## config.mk

```make
export PLATFORM = sky130hd
export DESIGN_NAME = pfe_ctrl
export DESIGN_NICKNAME = d
export VERILOG_FILES = /design/src/hw/rtl/pfe_pkg.sv /design/src/hw/rtl/pfe_ctrl.sv
export SDC_FILE = /design/constraint.sdc
export NUM_CORES = 1
export LEC_CHECK = 0
export BUFFER_PORTS_ARGS = -buffer_cell sky130_fd_sc_hd__buf_4
export CAP_MARGIN = 20
export CORE_ASPECT_RATIO = 1.2
export CORE_UTILIZATION = 59
export CTS_BUF_LIST = sky130_fd_sc_hd__clkbuf_2
export DETAILED_ROUTE_END_ITERATION = 12
export GPL_TIMING_DRIVEN = 1
export PLACE_DENSITY_LB_ADDON = 0.1
export SYNTH_ARGS = -nofsm -noshare
export SYNTH_HDL_FRONTEND = slang
export SYNTH_SLANG_ARGS = --single-unit
export TNS_END_PERCENT = 100
```

## constraint.sdc

```tcl
create_clock -name clk -period 2.74 [get_ports clk]
set_input_delay 0.274 -clock clk [delete_from_list [all_inputs] [get_ports clk]]
set_output_delay 0.274 -clock clk [all_outputs]
set_load 0.005 [all_outputs]
```

## src/hw/rtl/pfe_pkg.sv

```systemverilog
// shared types, constants and arithmetic helpers of the particle force step block
`default_nettype none
package pfe_pkg;
  localparam int DATA_W          = 32;
  localparam int MAX_FORCES_DEF  = 8;
  localparam int SLOT_W          = 3;
  localparam int KIND_W          = 2;
  localparam int FCNT_W          = 4;
  localparam int CFG_IDX_W       = 1;

  localparam logic signed [DATA_W-1:0] TS_RESET = 32'sd1092;

  localparam logic [KIND_W-1:0] KIND_NONE  = 2'd0;
  localparam logic [KIND_W-1:0] KIND_POINT = 2'd1;
  localparam logic [KIND_W-1:0] KIND_DIR   = 2'd2;

  localparam logic [CFG_IDX_W-1:0] CFG_TIME_STEP   = 1'b0;
  localparam logic [CFG_IDX_W-1:0] CFG_FORCE_COUNT = 1'b1;

  typedef enum logic [4:0] {
    DP_NOP, DP_LOAD, DP_START, DP_ENT, DP_RDIF, DP_SQM, DP_SQA, DP_SQZ,
    DP_UST, DP_UW, DP_PM, DP_PA, DP_QST, DP_QW, DP_DMUL, DP_DQ,
    DP_TM, DP_TA, DP_VA, DP_POS, DP_OUT
  } dp_op_t;

  typedef struct packed {
    dp_op_t     op;
    logic [1:0] idx;
  } dp_cmd_t;

  typedef struct packed {
    logic [KIND_W-1:0] kind;
    logic              s_zero;
    logic              sqrt_done;
    logic              div_done;
  } dp_stat_t;

  typedef struct packed {
    logic                     func;
    logic [SLOT_W-1:0]        force_slot;
    logic [KIND_W-1:0]        force_kind;
    logic signed [DATA_W-1:0] vec_x;
    logic signed [DATA_W-1:0] vec_y;
    logic signed [DATA_W-1:0] vec_z;
    logic signed [DATA_W-1:0] vel_x;
    logic signed [DATA_W-1:0] vel_y;
    logic signed [DATA_W-1:0] vel_z;
    logic signed [DATA_W-1:0] strength;
  } pfe_item_t;

  typedef struct packed {
    logic signed [DATA_W-1:0] new_pos_x;
    logic signed [DATA_W-1:0] new_pos_y;
    logic signed [DATA_W-1:0] new_pos_z;
    logic signed [DATA_W-1:0] new_vel_x;
    logic signed [DATA_W-1:0] new_vel_y;
    logic signed [DATA_W-1:0] new_vel_z;
    logic                     degenerate;
  } pfe_result_t;

  // clamp a wide signed value to 32 bits
  function automatic logic signed [DATA_W-1:0] sat32(input logic signed [63:0] v);
    if (v > 64'sd2147483647) begin
      return 32'sh7fffffff;
    end else if (v < -64'sd2147483648) begin
      return {1'b1, 31'd0};
    end else begin
      return v[DATA_W-1:0];
    end
  endfunction

  // q16.16 product rounding, half up, then clamp
  function automatic logic signed [DATA_W-1:0] qround(input logic signed [63:0] p);
    logic signed [63:0] t;
    t = (p + 64'sd32768) >>> 16;
    return sat32(t);
  endfunction
endpackage
`default_nettype wire

```

## src/hw/rtl/pfe_ctrl.sv

```systemverilog
// sequencer that walks the force table and drives the datapath
`default_nettype none
module pfe_ctrl #(
  parameter int MAX_FORCES = pfe_pkg::MAX_FORCES_DEF,
  localparam int CW = $clog2(MAX_FORCES + 1)
) (
  input  wire logic                       clk,
  input  wire logic                       rst,
  input  wire logic                       in_valid,
  input  wire logic                       in_func,
  output logic                            in_ready,
  output logic                            out_valid,
  input  wire logic                       out_ready,
  input  wire logic [pfe_pkg::FCNT_W-1:0] force_count,
  input  wire pfe_pkg::dp_stat_t          st,
  output pfe_pkg::dp_cmd_t                cmd,
  output logic [CW-1:0]                   j
);
  import pfe_pkg::*;

  typedef enum logic [20:0] {
    S_IDLE = 21'h000001,
    S_CHK  = 21'h000002,
    S_ENT  = 21'h000004,
    S_RDIF = 21'h000008,
    S_SQM  = 21'h000010,
    S_SQA  = 21'h000020,
    S_SQZ  = 21'h000040,
    S_SQRT = 21'h000080,
    S_UST  = 21'h000100,
    S_UW   = 21'h000200,
    S_PM   = 21'h000400,
    S_PA   = 21'h000800,
    S_QST  = 21'h001000,
    S_QW   = 21'h002000,
    S_DMUL = 21'h004000,
    S_DQ   = 21'h008000,
    S_TM   = 21'h010000,
    S_TA   = 21'h020000,
    S_VA   = 21'h040000,
    S_POS  = 21'h080000,
    S_OUT  = 21'h100000
  } state_t;

  state_t        state;
  state_t        state_next;
  logic [CW-1:0] j_next;
  logic [1:0]    idx;
  logic [1:0]    idx_next;
  logic          is_pt;
  logic          is_pt_next;
  logic          out_valid_next;
  logic [CW-1:0] cnt_lim;
  logic          load_out;

  assign cnt_lim  = (32'(force_count) > 32'(MAX_FORCES)) ? CW'(MAX_FORCES) : CW'(force_count);
  assign in_ready = (state == S_IDLE);
  assign load_out = (state == S_OUT) && (!out_valid || out_ready);

  always_comb begin
    state_next     = state;
    j_next         = j;
    idx_next       = idx;
    is_pt_next     = is_pt;
    cmd.op         = DP_NOP;
    cmd.idx        = idx;
    out_valid_next = out_valid && !out_ready;
    case (state)
      S_IDLE: begin
        if (in_valid) begin
          if (in_func) begin
            cmd.op     = DP_START;
            j_next     = '0;
            state_next = S_CHK;
          end else begin
            cmd.op = DP_LOAD;
          end
        end
      end
      S_CHK: begin
        state_next = (j == cnt_lim) ? S_POS : S_ENT;
      end
      S_ENT: begin
        cmd.op   = DP_ENT;
        idx_next = 2'd0;
        case (st.kind)
          KIND_POINT: begin
            is_pt_next = 1'b1;
            state_next = S_RDIF;
          end
          KIND_DIR: begin
            is_pt_next = 1'b0;
            state_next = S_DMUL;
          end
          default: begin
            j_next     = j + CW'(1);
            state_next = S_CHK;
          end
        endcase
      end
      S_RDIF: begin
        cmd.op     = DP_RDIF;
        state_next = S_SQM;
      end
      S_SQM: begin
        cmd.op     = DP_SQM;
        state_next = S_SQA;
      end
      S_SQA: begin
        cmd.op = DP_SQA;
        if (idx == 2'd2) begin
          idx_next   = 2'd0;
          state_next = S_SQZ;
        end else begin
          idx_next   = idx + 2'd1;
          state_next = S_SQM;
        end
      end
      S_SQZ: begin
        cmd.op = DP_SQZ;
        if (st.s_zero) begin
          j_next     = j + CW'(1);
          state_next = S_CHK;
        end else begin
          state_next = S_SQRT;
        end
      end
      S_SQRT: begin
        if (st.sqrt_done) begin
          state_next = S_UST;
        end
      end
      S_UST: begin
        cmd.op     = DP_UST;
        state_next = S_UW;
      end
      S_UW: begin
        cmd.op = DP_UW;
        if (st.div_done) begin
          state_next = S_PM;
        end
      end
      S_PM: begin
        cmd.op     = DP_PM;
        state_next = S_PA;
      end
      S_PA: begin
        cmd.op     = DP_PA;
        state_next = S_QST;
      end
      S_QST: begin
        cmd.op     = DP_QST;
        state_next = S_QW;
      end
      S_QW: begin
        cmd.op = DP_QW;
        if (st.div_done) begin
          state_next = S_TM;
        end
      end
      S_DMUL: begin
        cmd.op     = DP_DMUL;
        state_next = S_DQ;
      end
      S_DQ: begin
        cmd.op     = DP_DQ;
        state_next = S_TM;
      end
      S_TM: begin
        cmd.op     = DP_TM;
        state_next = S_TA;
      end
      S_TA: begin
        cmd.op     = DP_TA;
        state_next = S_VA;
      end
      S_VA: begin
        cmd.op = DP_VA;
        if (idx == 2'd2) begin
          idx_next   = 2'd0;
          j_next     = j + CW'(1);
          state_next = S_CHK;
        end else begin
          idx_next   = idx + 2'd1;
          state_next = is_pt ? S_UST : S_DMUL;
        end
      end
      S_POS: begin
        cmd.op     = DP_POS;
        state_next = S_OUT;
      end
      S_OUT: begin
        if (load_out) begin
          cmd.op         = DP_OUT;
          out_valid_next = 1'b1;
          state_next     = S_IDLE;
        end
      end
      default: begin
        state_next = S_IDLE;
      end
    endcase
  end

  always_ff @(posedge clk) begin
    if (rst) begin
      state     <= S_IDLE;
      j         <= '0;
      idx       <= 2'd0;
      is_pt     <= 1'b0;
      out_valid <= 1'b0;
    end else begin
      state     <= state_next;
      j         <= j_next;
      idx       <= idx_next;
      is_pt     <= is_pt_next;
      out_valid <= out_valid_next;
    end
  end

  a_j_in_range: assert property (@(posedge clk) disable iff (rst)
    (state == S_CHK) |-> (j <= cnt_lim))
    else $error("force index ran past the applied count");

  a_idx_in_range: assert property (@(posedge clk) disable iff (rst)
    (idx != 2'd3))
    else $error("component index out of range");

  a_result_loaded: assert property (@(posedge clk) disable iff (rst)
    load_out |=> (out_valid && state == S_IDLE))
    else $error("finished particle did not reach the output register");
endmodule
`default_nettype wire

```

After elaboration in Yosys (flattened, before gate mapping)
Cells that the tools add are included.
{ "word_totals": {"inputBits": 14, "ff_bits": 29, "elab_cells": 84, "output_inout_bits": 13} }
{ "classes": {"magnitude_cmp": 1, "mux": 29, "n_addsub": 2, "n_eq_ne": 34, "n_reduce_logical": 13} }
{ "ops": {"columns": ["operator", "n"], "rows": [
  ["21-bit case mux with 21 select lines", 1],
  ["21-bit two-way mux", 6],
  ["5-bit case mux with 19 select lines", 1],
  ["15-bit two-way mux", 2],
  ["15-bit case mux with 2 select lines", 1],
  ["4-bit two-way mux", 6],
  ["21-bit by 1-bit == test with 1-bit output, second input constant", 1],
  ["21-bit by 10-bit == test with 1-bit output, second input constant", 1],
  ["21-bit by 11-bit == test with 1-bit output, second input constant", 1],
  ["21-bit by 12-bit == test with 1-bit output, second input constant", 1],
  ["21-bit by 13-bit == test with 1-bit output, second input constant", 1],
  ["21-bit by 14-bit == test with 1-bit output, second input constant", 1],
  ["21-bit by 15-bit == test with 1-bit output, second input constant", 1],
  ["21-bit by 16-bit == test with 1-bit output, second input constant", 1],
  ["21-bit by 17-bit == test with 1-bit output, second input constant", 1],
  ["21-bit by 18-bit == test with 1-bit output, second input constant", 1],
  ["21-bit by 19-bit == test with 1-bit output, second input constant", 1],
  ["21-bit by 2-bit == test with 1-bit output, second input constant", 1],
  ["21-bit by 20-bit == test with 1-bit output, second input constant", 1],
  ["21-bit == test, second input constant", 1],
  ["21-bit by 3-bit == test with 1-bit output, second input constant", 1],
  ["21-bit by 4-bit == test with 1-bit output, second input constant", 1],
  ["21-bit by 5-bit == test with 1-bit output, second input constant", 1],
  ["21-bit by 6-bit == test with 1-bit output, second input constant", 1],
  ["other kinds (27)", 44]
]} }

Depth between registers and ports, before layout
{ "logic_depth": {"word_depth": 5, "mapped_depth": 8, "mapped_depth_nobuf": 6} }

Worst setup path before layout
Ideal clock, no wire load.
{ "synth_path": {"path_kind": "reg2reg", "from": "register state[8]", "to": "register idx[1]", "path_buffers": 2, "required_time_ns": 2.673, "t_arrival_ns": 2.207, "stages_incl_launch_ff": 8, "period_less_slack_ns": 2.275, "setup_slack_ns": 0.465, "setup_time_ns": 0.067, "cell_sequence": "dfxtp_1 > buf_6 > or4_4 > buf_6 > or4_1 > and2_4 > or3b_1 > a21oi_2"} }
{ "synth_between": {"elab_chain_len": 3, "elab_cells_between_ends": 6, "cone_classes": "3 x eq/ne; 1 x mux; 2 x reduce/logical"} }
{ "synth_rtl": {"columns": ["item", "line", "text"], "rows": [
  ["start, declared", "pfe_ctrl.sv:45", "state_t state;"],
  ["start signal, assigned", "pfe_ctrl.sv:213", "state <= state_next;"],
  ["21-bit by 19-bit == test with 1-bit output / 21-bit by 6-bit == test with 1-bit output (equally long branches)", "pfe_ctrl.sv:68", "case (state)"],
  ["2-bit OR reduction (no source line)", null, null],
  ["2-bit case mux with 2 select lines / 2-bit nonzero test (equally long branches)", null, null],
  ["end signal, assigned", "pfe_ctrl.sv:215", "idx <= idx_next;"],
  ["end, declared", "pfe_ctrl.sv:48", "logic [1:0] idx;"]
]} }
Several ways; a longest one is shown, not always the timed one.
A chain may end at the register's enable or synchronous reset.

==> results_dict.tcl <==
set metrics [dict create \
    synth_flop_cell "dfxtp_1" \
    worst-path-buf-inv 1 \
    via_per_inst 6.780 \
    drv_cap 0 \
    synth_area_per_cell_um2 7.837 \
    fmax_ghz 0.3732 \
    finalNetCount 304 \
    mostFrequentLayoutCell "buf_4" \
    grt_pass1_vias 1924 \
    first_pass_iters 8 \
    grt_overflow 0 \
    critical_path_class "flop to output pin" \
    r2r_start "state[13]" \
    cts_root_buffer "clkbuf_2" \
    die_y_um 66.13 \
    most-common-layout-cells "buf_4, nor2_1, nand2_1" \
    final.min_clock_period_ns 2.679 \
    arrival_ns 2.41 \
    hold_depth 4 \
    io_pins 27 \
    die_area_mm2 0.003666 \
    rr_worst_depth 6 \
    min_to "state[7]" \
    drtIter0Drc 243 \
    dp.cells 308 \
    n_fill_cell 244 \
    final_util_pct 76.13 \
    cts_tree "done" \
    clock-sinks 29 \
    multi_input_area_mm2 0.001406 \
    drive_above_1_share_pct 30.66 \
    report.final.hold_viol_count 0 \
    antenna_cells 0 \
    finalCritPeriodShare_pct 97.79 \
    synth_seq_area_share_pct 28.71 \
    start_util_pct 63.87 \
    syn_nets 275 \
    grt_start_max_net_pins 26 \
    cts_buffer_depth 2 \
    r2r_slack_ns 0.15 \
    crit_family "simple AND/OR/NAND/NOR gates" \
    cpPeakStageDelay_ns 0.58 \
    finalNonFillerCells 323 \
    seqCellArea_um2 601.8 \
    yosys.cell_types.count 53 \
    grt_usage_pct 31.66 \
    fin_skew_ns 0.009879 \
    ys_async_sr_fraction_pct 0 \
    gp_congestion 0.9717 \
    worstHoldStart "st[1]" \
    postSynthCellCount 258 \
    wl_per_cell_um 18.11 \
    slowest_stage "or4_4" \
    die_w_um 55.44 \
    peakVddDrop_uv 414.4 \
    drv_slew 0 \
    worstPathCellList "or4_4 > nor4_4 > nand2_2 > o2111a_1 > nand2_1 > buf_4" \
    rows 22 \
    hpwl_um 4176 \
    wl_um 5848 \
    synth-seq-cells 29 \
    setup_viol 0 \
    syn_to_final_growth_pct 19.18 \
    clk_latency_ns 0.38 \
    ys_warn_count 0 \
    grt_pass1_wl_um 8873 \
    slew_headroom_pct 32.48 \
    rsz0062_at_grt "false" \
    numPortBuffers 26 \
    path_max_fanout 8 \
    tightestPinTransition_ns 1.013 \
    endpoint_kind "output pin" \
    worstSetupStartpointType "flop" \
    synth-edff-count 0 \
    antenna_found_initial 0 \
    cts_buffers 5 \
    status "finished clean" \
    drc_errors 0 \
    mappedNetlistArea_mm2 0.002022 \
    coreArea_mm2 0.003166 \
    fin_tns_setup_ns 0 \
    cts_max_level 2 \
    leakage_uw 0.0009759 \
    r2r-end "state[0]" \
    power-per-cell-area_mw_per_mm2 528.9 \
    ant_nets 0 \
    cts.clk_slew.worst_paths_ns 0.15 \
    worstPathRequired_ns 2.47 \
    vias 2190 \
    hold_class "primary input to flop" \
]
==> kinds of logic after synthesis <==
| logic type | after synthesis | synth area share (%) |
|---|---|---|
| compound gates | 36 | 11.76 |
| buf+inv | 24 | 6.002 |
| simple gates | 156 | 47.34 |
| fa+ha+maj | 3 | 1.857 |
| xor+xnor | 10 | 4.331 |
| flops | 29 | 28.71 |
==> power by group <==
group / leakage [uW] / switching (uW) / internal [uW]
logic: 0.000709 / 355 / 223
registers: 0.000240 / 45.7 / 440
clock network: 0.0000265 / 152 / 59.4
==> synthesized netlist by cell type, types with 3 or more instances <==
master,number,area (um^2)
o21ai_0,7,35.03
or3_1,6,37.54
nor3_1,20,100.1
nor4_4,3,63.81
nor4b_1,5,43.79
dfxtp_1,29,580.6
nand2b_1,4,25.02
or4b_2,5,50.05
xnor2_1,6,52.55
nor4_1,6,37.54
buf_2,9,45.04
or4_1,10,75.07
nor3b_1,3,22.52
inv_1,6,22.52
a21oi_1,12,60.06
nand4_1,7,43.79
nor2b_1,4,25.02
ha_1,3,37.54
xor2_1,4,35.03
clkbuf_1,5,18.77
nand3_1,13,65.06
nor2_1,29,108.9
nand2_1,24,90.09
==> how the worst max path moves through the flow <==
stage | to | slack (ns) | cells past startpoint | startpoint
after floorplan | idx[1] | 0.47 | 7 | state[8]
after global placement | state[0] | 0.12 | 6 | state[16]
after detailed placement | state[0] | 0.15 | 6 | state[16]
after CTS | cmd[2] | 0.01 | 7 | state[5]
after global routing | cmd[3] | 0.002 | 7 | state[10]
final | cmd[4] | 0.06 | 6 | state[13]
==> through the flow <==
step	total power (uW)	area, um^2	setup slack, ns	hold slack, ns
after CTS	1211	2258	0.01427	0.1815
after global placement	995.7	2208	0.1249	0.4800
after floorplan	815.7	2022	0.4650	0.4616
final	1275	2410	0.06064	0.1800
after detailed placement	992.0	2208	0.1532	0.4940
after global routing	1323	2410	0.002124	0.1959
==> area by class of cell <==
type                       instances  area share [%]
clock buffer                       6           1.246
clock inverter                     1          0.1558
inverter                           6          0.9346
multi-input combinational        205           58.36
sequential                        29           24.97
tap                               36           1.869
timing repair buffer              40           12.46
==> worst min-delay path, delay by kind of cell <==
kind | cells | cell delay, ns
AO/OA/AOI/OAI | 1 | 0.08
AND/OR/NAND/NOR | 2 | 0.09
buffers and inverters | 1 | 0.09
==> sequential cells by signal (all words and copies together) (netlist names) <==
| signal | flops |
|---|---|
| idx | 2 |
| j | 4 |
| state | 21 |
| is_pt | 1 |
| out_valid | 1 |
==> routing by layer <==
metal / wire length [um] / GRT usage [%] / vias to the layer above
li1: - / - / 1020
met1: 2337 / 38.43 / 990
met2: 2699 / 52.71 / 145
met3: 548 / 5.479 / 35
met4: 263 / 18.44 / 0
met5: 0 / 0 / -
==> timing repair <==
item,4_1_cts,5_1_grt
setup buffers,0,8
resized for setup,4,28
hold buffers,0,0
pin swaps,1,7
endpoints found under the setup margin,2,5
Note: power is estimated with default switching activity, not from simulation.
